[config.mk]
export PLATFORM = sky130hd
export DESIGN_NAME = pulse_rate_hysteresis_meter_top
export DESIGN_NICKNAME = d
export VERILOG_FILES = /design/src/prhm_pkg.sv /design/src/prhm_div.sv /design/src/pulse_rate_hysteresis_meter_top.sv
export SDC_FILE = /design/constraint.sdc
export NUM_CORES = 1
export LEC_CHECK = 0
export ABC_CLOCK_PERIOD_IN_PS = 4900
export BUFFER_PORTS_ARGS = -buffer_cell sky130_fd_sc_hd__clkbuf_2
export CAP_MARGIN = 10
export CELL_PAD_IN_SITES_DETAIL_PLACEMENT = 2
export CELL_PAD_IN_SITES_GLOBAL_PLACEMENT = 2
export CORE_MARGIN = 2
export CORE_UTILIZATION = 40
export CTS_BUF_LIST = sky130_fd_sc_hd__clkbuf_4
export CTS_CLUSTER_SIZE = 40
export DETAILED_ROUTE_END_ITERATION = 10
export HOLD_SLACK_MARGIN = 0.1
export PLACE_DENSITY_LB_ADDON = 0.25
export SLEW_MARGIN = 25
export SYNTH_ARGS = -nofsm -noshare
export SYNTH_HDL_FRONTEND = slang
export SYNTH_SLANG_ARGS = --single-unit
[constraint.sdc]
create_clock -name clk -period 4.9 [get_ports clk]
set_clock_uncertainty 0.05 [all_clocks]
set_input_delay 0.98 -clock clk [delete_from_list [all_inputs] [get_ports clk]]
set_output_delay 0.98 -clock clk [all_outputs]
set_load 0.1 [all_outputs]
[src/prhm_pkg.sv]
// Shared types and constants for the pulse rate hysteresis meter.
package prhm_pkg;

	localparam int SAMPLE_BITS = 10;
	localparam int LEVEL_BITS  = 10;
	localparam int SPM_BITS    = 12;
	localparam int RATE_BITS   = 16;
	localparam int COUNT_BITS  = 16;
	localparam int CFG_BITS    = 12;
	localparam int ADDR_BITS   = 2;
	localparam int CMP_BITS    = (SAMPLE_BITS > LEVEL_BITS) ? SAMPLE_BITS : LEVEL_BITS;
	localparam int STEP_BITS   = $clog2(RATE_BITS);

	localparam logic [LEVEL_BITS-1:0] RISE_RESET = LEVEL_BITS'(124);
	localparam logic [LEVEL_BITS-1:0] FALL_RESET = LEVEL_BITS'(63);
	localparam logic [SPM_BITS-1:0]   SPM_RESET  = SPM_BITS'(600);
	localparam logic [RATE_BITS-1:0]  RATE_MAX   = {RATE_BITS{1'b1}};
	localparam logic [COUNT_BITS-1:0] COUNT_MAX  = {COUNT_BITS{1'b1}};
	localparam logic [STEP_BITS-1:0]  LAST_STEP  = STEP_BITS'(RATE_BITS - 1);

	typedef enum logic [ADDR_BITS-1:0] {
		REG_RISE = 2'd0,
		REG_FALL = 2'd1,
		REG_SPM  = 2'd2
	} reg_idx_t;

	typedef enum logic [1:0] {
		DIV_IDLE,
		DIV_RUN,
		DIV_DONE
	} div_state_t;

	typedef struct packed {
		logic busy;
		logic done;
	} div_stat_t;

endpackage

[src/prhm_div.sv]
// Bit-serial restoring divider, one quotient bit per cycle.
module prhm_div (
	input  logic                              clk,
	input  logic                              arst_n,
	input  logic                              start,
	input  logic                              ack,
	input  logic [prhm_pkg::RATE_BITS-1:0]    num,
	input  logic [prhm_pkg::COUNT_BITS-1:0]   den,
	output prhm_pkg::div_stat_t               stat,
	output logic [prhm_pkg::RATE_BITS-1:0]    quo
);

	prhm_pkg::div_state_t state_q, state_d;

	logic [prhm_pkg::STEP_BITS-1:0]  step_q;
	logic [prhm_pkg::COUNT_BITS-1:0] rem_q;
	logic [prhm_pkg::RATE_BITS-1:0]  quo_q;
	logic [prhm_pkg::COUNT_BITS-1:0] den_q;

	logic [prhm_pkg::COUNT_BITS:0]   shifted;
	logic [prhm_pkg::COUNT_BITS+1:0] trial;

	assign shifted = {rem_q, quo_q[prhm_pkg::RATE_BITS-1]};
	assign trial   = {1'b0, shifted} - {2'b00, den_q};

	always_comb begin
		state_d = state_q;
		case (state_q)
			prhm_pkg::DIV_IDLE: if (start) state_d = prhm_pkg::DIV_RUN;
			prhm_pkg::DIV_RUN:  if (step_q == prhm_pkg::LAST_STEP) state_d = prhm_pkg::DIV_DONE;
			prhm_pkg::DIV_DONE: if (ack) state_d = prhm_pkg::DIV_IDLE;
			default:            state_d = prhm_pkg::DIV_IDLE;
		endcase
	end

	always_comb begin
		stat.busy = 1'b0;
		stat.done = 1'b0;
		case (state_q)
			prhm_pkg::DIV_IDLE: ;
			prhm_pkg::DIV_RUN:  stat.busy = 1'b1;
			prhm_pkg::DIV_DONE: stat.done = 1'b1;
			default:            ;
		endcase
	end

	always_ff @(posedge clk or negedge arst_n) begin
		if (!arst_n) begin
			state_q <= prhm_pkg::DIV_IDLE;
			step_q  <= '0;
		end else begin
			state_q <= state_d;
			if (state_q == prhm_pkg::DIV_RUN)
				step_q <= step_q + 1'b1;
			else
				step_q <= '0;
		end
	end

	always_ff @(posedge clk) begin
		if (state_q == prhm_pkg::DIV_IDLE && start) begin
			rem_q <= '0;
			quo_q <= num;
			den_q <= den;
		end else if (state_q == prhm_pkg::DIV_RUN) begin
			// remainder stays below den, so the low bits carry it
			if (!trial[prhm_pkg::COUNT_BITS+1])
				rem_q <= trial[prhm_pkg::COUNT_BITS-1:0];
			else
				rem_q <= shifted[prhm_pkg::COUNT_BITS-1:0];
			quo_q <= {quo_q[prhm_pkg::RATE_BITS-2:0], ~trial[prhm_pkg::COUNT_BITS+1]};
		end
	end

	assign quo = quo_q;

endmodule

[src/pulse_rate_hysteresis_meter_top.sv]
// Top level of the pulse rate hysteresis meter.
// Usage: one converter sample per request on the input channel (in_valid /
// in_ready, field sample); one result per sample on the output channel
// (out_valid / out_ready, fields beat, armed_led, rate_x16).
// A sample that does not start a beat gives its result in the cycle after
// acceptance; the next sample can be taken in that same cycle.
// A sample that starts a beat runs the serial divider, a quotient bit per
// step, then waits in its done state until the output register is free;
// the result is registered at that hand-off, and the next sample is taken
// only after the divider is back to idle. The first beat (zero tick count)
// skips the divider and reports full-scale rate at once.
// Thresholds and samples_per_minute are written through cfg_we /
// cfg_addr / cfg_wdata; unknown indexes are ignored. The user must write
// them only while the block is idle; the block does not enforce this.
// Reset loads the default thresholds and rate scale, disarms the detector
// and clears tick count and held rate. A stalled receiver holds the result
// in the output register; a sample is taken only when it frees that cycle.
module pulse_rate_hysteresis_meter_top (
	input  logic                                clk,
	input  logic                                arst_n,
	input  logic                                in_valid,
	output logic                                in_ready,
	input  logic [prhm_pkg::SAMPLE_BITS-1:0]    sample,
	output logic                                out_valid,
	input  logic                                out_ready,
	output logic                                beat,
	output logic                                armed_led,
	output logic [prhm_pkg::RATE_BITS-1:0]      rate_x16,
	input  logic                                cfg_we,
	input  logic [prhm_pkg::ADDR_BITS-1:0]      cfg_addr,
	input  logic [prhm_pkg::CFG_BITS-1:0]       cfg_wdata
);

	logic [prhm_pkg::LEVEL_BITS-1:0] rise_q, fall_q;
	logic [prhm_pkg::SPM_BITS-1:0]   spm_q;
	logic                            armed_q;
	logic [prhm_pkg::COUNT_BITS-1:0] tick_q;
	logic [prhm_pkg::RATE_BITS-1:0]  rate_q;

	logic                            out_valid_q;
	logic                            beat_q;
	logic                            led_q;
	logic [prhm_pkg::RATE_BITS-1:0]  rate_out_q;

	prhm_pkg::div_stat_t             div_stat;
	logic [prhm_pkg::RATE_BITS-1:0]  div_quo;

	logic out_free, accept, is_beat, is_fall, armed_next, div_start, div_ack;
	logic [prhm_pkg::CMP_BITS-1:0] s_ext;

	assign out_free = !out_valid_q || out_ready;
	assign in_ready = !div_stat.busy && !div_stat.done && out_free;
	assign accept   = in_valid && in_ready;

	assign s_ext      = prhm_pkg::CMP_BITS'(sample);
	assign is_beat    = (s_ext > prhm_pkg::CMP_BITS'(rise_q)) && !armed_q;
	assign is_fall    = s_ext < prhm_pkg::CMP_BITS'(fall_q);
	assign armed_next = (armed_q || is_beat) && !is_fall;

	// zero count goes straight to full scale, no divide
	assign div_start = accept && is_beat && (tick_q != '0);
	assign div_ack   = div_stat.done && out_free;

	prhm_div u_div (
		.clk    (clk),
		.arst_n (arst_n),
		.start  (div_start),
		.ack    (div_ack),
		.num    ({spm_q, 4'b0000}),
		.den    (tick_q),
		.stat   (div_stat),
		.quo    (div_quo)
	);

	always_ff @(posedge clk or negedge arst_n) begin
		if (!arst_n) begin
			rise_q <= prhm_pkg::RISE_RESET;
			fall_q <= prhm_pkg::FALL_RESET;
			spm_q  <= prhm_pkg::SPM_RESET;
		end else if (cfg_we) begin
			case (cfg_addr)
				prhm_pkg::REG_RISE: rise_q <= cfg_wdata[prhm_pkg::LEVEL_BITS-1:0];
				prhm_pkg::REG_FALL: fall_q <= cfg_wdata[prhm_pkg::LEVEL_BITS-1:0];
				prhm_pkg::REG_SPM:  spm_q  <= cfg_wdata[prhm_pkg::SPM_BITS-1:0];
				default:            ;
			endcase
		end
	end

	always_ff @(posedge clk or negedge arst_n) begin
		if (!arst_n) begin
			armed_q     <= 1'b0;
			tick_q      <= '0;
			rate_q      <= '0;
			out_valid_q <= 1'b0;
		end else begin
			if (accept) begin
				armed_q <= armed_next;
				if (is_beat)
					tick_q <= prhm_pkg::COUNT_BITS'(1);
				else if (tick_q != prhm_pkg::COUNT_MAX)
					tick_q <= tick_q + 1'b1;
				if (is_beat && tick_q == '0)
					rate_q <= prhm_pkg::RATE_MAX;
			end
			if (div_ack)
				rate_q <= div_quo;

			if (div_ack || (accept && !div_start))
				out_valid_q <= 1'b1;
			else if (out_ready)
				out_valid_q <= 1'b0;
		end
	end

	always_ff @(posedge clk) begin
		if (div_ack) begin
			beat_q     <= 1'b1;
			led_q      <= armed_q;
			rate_out_q <= div_quo;
		end else if (accept && !div_start) begin
			beat_q     <= is_beat;
			led_q      <= armed_next;
			rate_out_q <= is_beat ? prhm_pkg::RATE_MAX : rate_q;
		end
	end

	assign out_valid = out_valid_q;
	assign beat      = beat_q;
	assign armed_led = led_q;
	assign rate_x16  = rate_out_q;

endmodule
After elaboration in Yosys (flattened, before gate mapping):

Cells that the tools add are included.

* bits in registers: 138
* latch bits: 0
* RAM bits: 0
* ROM bits: 0
* memories: 0

* add/subtract/negate cells: 3
* multipliers: 0
* divide/modulo/power cells: 0
* order comparisons: 2
* eq/ne operators: 9
* shift operators: 0
* muxes and demuxes: 22
* bitwise gates (word level): 1
* reductions and logical operators: 36

Operators with widths (count)
* $mux W16: 11
* $sub A17 B16 Y18: 1
* $add A16 B1 Y16 const B: 1
* $logic_not A16 Y1: 1
* $ne A16 B16 Y1 const B: 1
* $reduce_bool A16 Y1: 1
* $reduce_bool A2 Y1: 6
* $logic_and A1 B1 Y1: 11
* $gt A10 B10 Y1: 1
* $lt A10 B10 Y1: 1
* $reduce_and A2 Y1: 5
* $logic_not A1 Y1: 6
* $mux W1: 6
* $mux W2: 3
* $pmux W2 S3: 1
* $add A4 B1 Y4 const B: 1
* $eq A2 B1 Y1 const B: 2
* $eq A2 B2 Y1 const B: 2
* $eq A4 B4 Y1 const B: 1
* $logic_not A2 Y1: 2
* $mux W4: 1
* $ne A2 B2 Y1 const B: 2
* $logic_or A1 B1 Y1: 3
* $reduce_and A3 Y1: 1
* other kinds (2): 2

Logic depth before layout (Yosys ltp):

* word-level depth: 12
* mapped depth: 12
* depth with buffers taken out: 10

Hierarchy:

A second synthesis with hierarchy kept.

* cells, all modules: 719
* area, all modules: 7364.6 sq um

Modules (own cells, without submodules)
* pulse_rate_hysteresis_meter_top: times used 1, cells each 373, area each 4111.4 sq um, seq. area each 2200.9 sq um
* prhm_div: times used 1, cells each 346, area each 3253.1 sq um, seq. area each 1431.4 sq um

Least setup slack after synthesis:

OpenSTA, ideal clock, no wires.

* path kind: register to output
* start point: register out_valid_q, in the netlist out_valid
* end point: output in_ready
* arrival time: 2292 ps
* required time: 3870 ps
* slack: 1578 ps
* stages on the path, launching flop included: 3
* path buffers: 0
* cell sequence: dfrtp_1 > nor2b_1 > nor2_1

* longest elaborated chain between the ends: 3

Ends and longest elaborated chain
* start, declared: line pulse_rate_hysteresis_meter_top.sv:40 `logic out_valid_q;`
* start signal, assigned: line pulse_rate_hysteresis_meter_top.sv:95 `out_valid_q <= 1'b0;`
* start signal, assigned: line pulse_rate_hysteresis_meter_top.sv:110 `out_valid_q <= 1'b1;`
* start signal, assigned: line pulse_rate_hysteresis_meter_top.sv:112 `out_valid_q <= 1'b0;`
* $logic_not A1 Y1: line pulse_rate_hysteresis_meter_top.sv:51 `assign out_free = !out_valid_q || out_ready;`
* $logic_or A1 B1 Y1: line pulse_rate_hysteresis_meter_top.sv:51
* $logic_and A1 B1 Y1: line pulse_rate_hysteresis_meter_top.sv:52 `assign in_ready = !div_stat.busy && !div_stat.done && out_free;`
* end, declared: line pulse_rate_hysteresis_meter_top.sv:22 `output logic in_ready,`

Every way passes these cells.

Worst setup path after layout:

* start point: register rise_q[3] (netlist bit)
* end point: register u_div.rem_q[0] (netlist bit)

* longest elaborated chain between the ends: 5

Ends and longest elaborated chain
* start, declared: line pulse_rate_hysteresis_meter_top.sv:34 `logic [prhm_pkg::LEVEL_BITS-1:0] rise_q, fall_q;`
* start signal, assigned: line pulse_rate_hysteresis_meter_top.sv:77 `rise_q <= prhm_pkg::RISE_RESET;`
* start signal, assigned: line pulse_rate_hysteresis_meter_top.sv:82 `prhm_pkg::REG_RISE: rise_q <= cfg_wdata[prhm_pkg::LEVEL_BITS-1:0];`
* $gt A10 B10 Y1: line pulse_rate_hysteresis_meter_top.sv:56 `assign is_beat = (s_ext > prhm_pkg::CMP_BITS'(rise_q)) && !armed_q;`
* $logic_and A1 B1 Y1: line pulse_rate_hysteresis_meter_top.sv:56
* $logic_and A1 B1 Y1 (2 in a row): line pulse_rate_hysteresis_meter_top.sv:61 `assign div_start = accept && is_beat && (tick_q != '0);`
* $logic_and A1 B1 Y1: line prhm_div.sv:61 `if (state_q == prhm_pkg::DIV_IDLE && start) begin`
* end signal, assigned: line prhm_div.sv:68 `rem_q <= trial[prhm_pkg::COUNT_BITS-1:0];`
* end signal, assigned: line prhm_div.sv:70 `rem_q <= shifted[prhm_pkg::COUNT_BITS-1:0];`
* end, declared: line prhm_div.sv:16 `logic [prhm_pkg::COUNT_BITS-1:0] rem_q;`

Every way passes these cells.
A chain may end at the register's enable or synchronous reset.

==> impl_results.md <==
* Fmax at 324 MHz
* Post-CTS Setup Inserts at 0
* Slew headroom at 0.380
* WS Path Type: flop to flop
* Remaining routing DRC violations at 0
* Routed vias/inst at between 5 and 6
* WP buf/inv at 2
* Fraction of registers with async set/reset at 0.522
* Max_cap viols at 0
* Arr. time, crit path at between 3 and 4 ns
* Fillers at ~1.8k
* Flops & latches, synth at between 100 and 150
* LEAKAGE at ~3.3 nW
* Crit-path leading delay family: simple AND/OR/NAND/NOR gates
* Seq. cell area at between 3000 and 4000 µm²
* Switching Fraction at 0.472
* Share of layout cells above drive strength 1 at 0.203
* Switching pwr at roughly 0.0024 W
* RSZ-0062 raised after global routing: false
* Die width at 137 µm
* Clk pwr share at 0.148
* CTS sink cnt at 138
* Reg clk slew, reported paths at approximately 0.14 ns
* H-tree Lvls at 4
* Synth area leaders: dfrtp_1, edfxtp_1, ha_1, dfxtp_1, dfstp_2
* Post-route minimum period at around 3 ns
* Crit path capture type: flop
* Slew at the pin closest to its max-slew limit at 0.929 ns
* TritonCTS clock tree: yes
* DP Worst Slack at approximately 1.2 ns
* Synth Net Count at 722
* Antenna violations before repair at 0
* WP data required at 5.31 ns
* Ys Warns at 0
* Number of I/O port buffers at between 40 and 50
* Mapped Cells at between 600 and 700
* Vias at slightly above 5k
* GRT Util Overall at 0.204
* ANT cells at 0
* Max Root-Sink Buffers at 2
* Root Driver: clkbuf_4
* I/O pin count at between 40 and 50
* Cell variety after synth at between 60 and 70
* Final WS setup at roughly 1.8 ns
* Worst R2R Setup Slack at between 1.5 and 2 ns
* Count of final setup violators at 0
* Die Ht at approximately 140 µm
* Peak VDD IR at ~0.49 mV
* Most frequent cell after synthesis: nand2_1
* Max-slew violations at 0
* Crit share post-route at 0.630
* Die ar. at between 15000 and 20000 µm²
* Sequential area share after synthesis at 0.508
* Iteration-0 DRC Markers at around 240
* Initial Utilization at 0.409
* Global route overflow at 0
* Detailed Routing Iterations Pass 1 at 5
* Nets@finish at between 700 and 800
* Status: complete, no violations
* Primary FF master, synth: dfrtp_1
* Hold Vio Cnt, Final at 0
* Post-synth top cells: nand2_1, dfrtp_1, inv_1
* Min-delay worst type: input port to async pin
* Slowest stage cell, crit path: and4_2
* Core ar. at ~17000 µm²
* Syn avg cell area at 10.9 µm²
* Max incr delay on CP at roughly 0.6 ns
* Clk_lat worst skew at approximately 0.56 ns
* CP startpoint kind: flop
* CP max FO at 25
* Critical Path Source: rise_q[3]$_DFFE_PN1P_
* Multi-input gate area at about 3200 µm²
* Combinational group share of total power at 0.486
* Final TNS setup at 0 ns
* Cell Chain, Critical Path: inv_1, ha_1, nand4_1, a21oi_1, o21ai_1, a211oi_2, and4_2, buf_4, nand4b_1, nand3_1
* Row cnt at 48
* CTS Buf Count at 17
* Hold buffer count at cts at 0
* Mapped Area at about 7100 µm²
* Reg-to-Reg Start: rise_q[3]$_DFFE_PN1P_
* Antenna Nets Post-Route at 0
* Overall routed net length at between 15000 and 20000 µm
* Routed len/inst at about 19 µm
* Sequential share of power at 0.366
* Worst reg-to-reg path cell count at 10
* Reg2reg end: u_div.rem_q[0]$_SDFFE_PP0P_
* Power Dens Cells at around 660 nW/µm²
* Largest area contributor in the netlist: dfrtp_1
* Vias in the first global route at 5559
* First-pass GRT wire length at 29400 µm
* Top cell type's share of synthesized area at 0.202
* Pint at 0.00273 W
* GPL Wtd Cong at around 0.8
* Hpwl dp at about 13000 µm
* Post-synth EDFFs at 45
* Post-cts sizing count at 0
* Pin count of the biggest net entering global routing at between 70 and 80
* Synth-to-Final Area Change at 10.3%
routing by layer:
layer / vias up / wire (µm) / GRT usage
li1: 2433 / - / -
met1: 2571 / 8250 / 0.269
met2: 58 / 8840 / 0.343
met3: 12 / 381 / 0.0411
met4: 0 / 155 / 0.0498
met5: - / 0 / 0
placed cells by master (no fill, tap or decap), types with 3 or more instances in the layout:
cell      count
nand2_1      64
dfrtp_1      57
inv_1        48
clkbuf_2     47
nor2_1       46
edfxtp_1     45
ha_1         40
o21ai_0      33
o22a_1       32
mux2_2       25
dfxtp_1      21
xnor2_1      18
clkbuf_4     17
a21oi_1      15
dfstp_2      15
nand3_1      14
mux2i_1      13
a211oi_1     12
a31oi_1      10
nand4_1       9
nand2b_1      8
a21o_1        8
xor2_1        6
inv_6         6
buf_4         5
nor2b_1       4
and3_1        4
nor3_1        4
and2_1        4
o21a_1        4
or3_1         4
o211ai_1      4
nand4b_1      4
a211o_1       3
nor3b_1       3
inv_8         3
worst register-to-register path: cells and delay by family (launching register included):
kind            cells  cell delay [ns]
compound gates      3             0.66
fa+ha+maj           1             0.31
buf+inv             2             0.42
flops               1             0.55
simple gates        4             1.00
final cells by class:
type                            count  share of cell area
Multi-Input combinational cell    435               0.405
Tap cell                          225              0.0361
Inverter                           48              0.0231
Sequential cell                   138               0.461
Clock inverter                     15              0.0197
Timing Repair Buffer               53              0.0385
Clock buffer                       17              0.0164
power by group through the flow:
| stage | combinational, W | sequential [W] | clock, W |
|---|---|---|---|
| final | 0.00251 | 0.00189 | 0.000763 |
| after global routing | 0.00274 | 0.00195 | 0.000841 |
| after floorplan | 0.00146 | 0.00242 | 0 |
| after global placement | 0.00240 | 0.00189 | 0 |
| after detailed placement | 0.00250 | 0.00192 | 0 |
| after CTS | 0.00253 | 0.00190 | 0.000794 |
through the flow:
stage | hold slack [ns] | std cells | total power (W) | util | area (µm²)
global placement | 0.397 | 898 | 0.00429 | 0.432 | 7480
floorplan | 0.382 | 651 | 0.00387 | - | 7070
global route | 0.208 | 931 | 0.00553 | 0.451 | 7800
detailed placement | 0.429 | 898 | 0.00443 | 0.432 | 7480
finish | 0.256 | 931 | 0.00517 | 0.451 | 7800
CTS | 0.456 | 930 | 0.00522 | 0.449 | 7760
worst max-delay path by stage:
stage / end / cells past startpoint
6_report: u_div.rem_q[0]$_SDFFE_PP0P_ / 10
5_1_grt: u_div.rem_q[13]$_SDFFE_PP0P_ / 10
4_1_cts: u_div.rem_q[0]$_SDFFE_PP0P_ / 10
3_5_place_dp: u_div.rem_q[1]$_SDFFE_PP0P_ / 10
3_3_place_gp: u_div.rem_q[13]$_SDFFE_PP0P_ / 10
2_1_floorplan: in_ready / 2
flip-flops by register name, summed over array words and instances (netlist names), 2 cells and up:
| register | cells |
|---|---|
| tick_q | 16 |
| u_div.den_q | 16 |
| u_div.quo | 16 |
| u_div.state_q | 2 |
| rise_q | 10 |
| spm_q | 12 |
| rate_q | 16 |
| u_div.step_q | 4 |
| fall_q | 10 |
| rate_x16 | 16 |
| u_div.rem_q | 16 |
logic make-up (layout without fill, tap and decap cells):
| family | Yosys count | in the layout | share of synthesized area |
|---|---|---|---|
| muxes | 38 | 38 | 0.0582 |
| DFF | 138 | 138 | 0.508 |
| AOI/OAI and AO/OA | 146 | 146 | 0.152 |
| xor gates and xnor gates | 24 | 24 | 0.0297 |
| adders and majority gates | 42 | 42 | 0.0754 |
| and+or+nand+nor | 185 | 185 | 0.130 |
| buffers and inverters | 78 | 133 | 0.0464 |
Note: power is estimated with default switching activity, not from simulation.
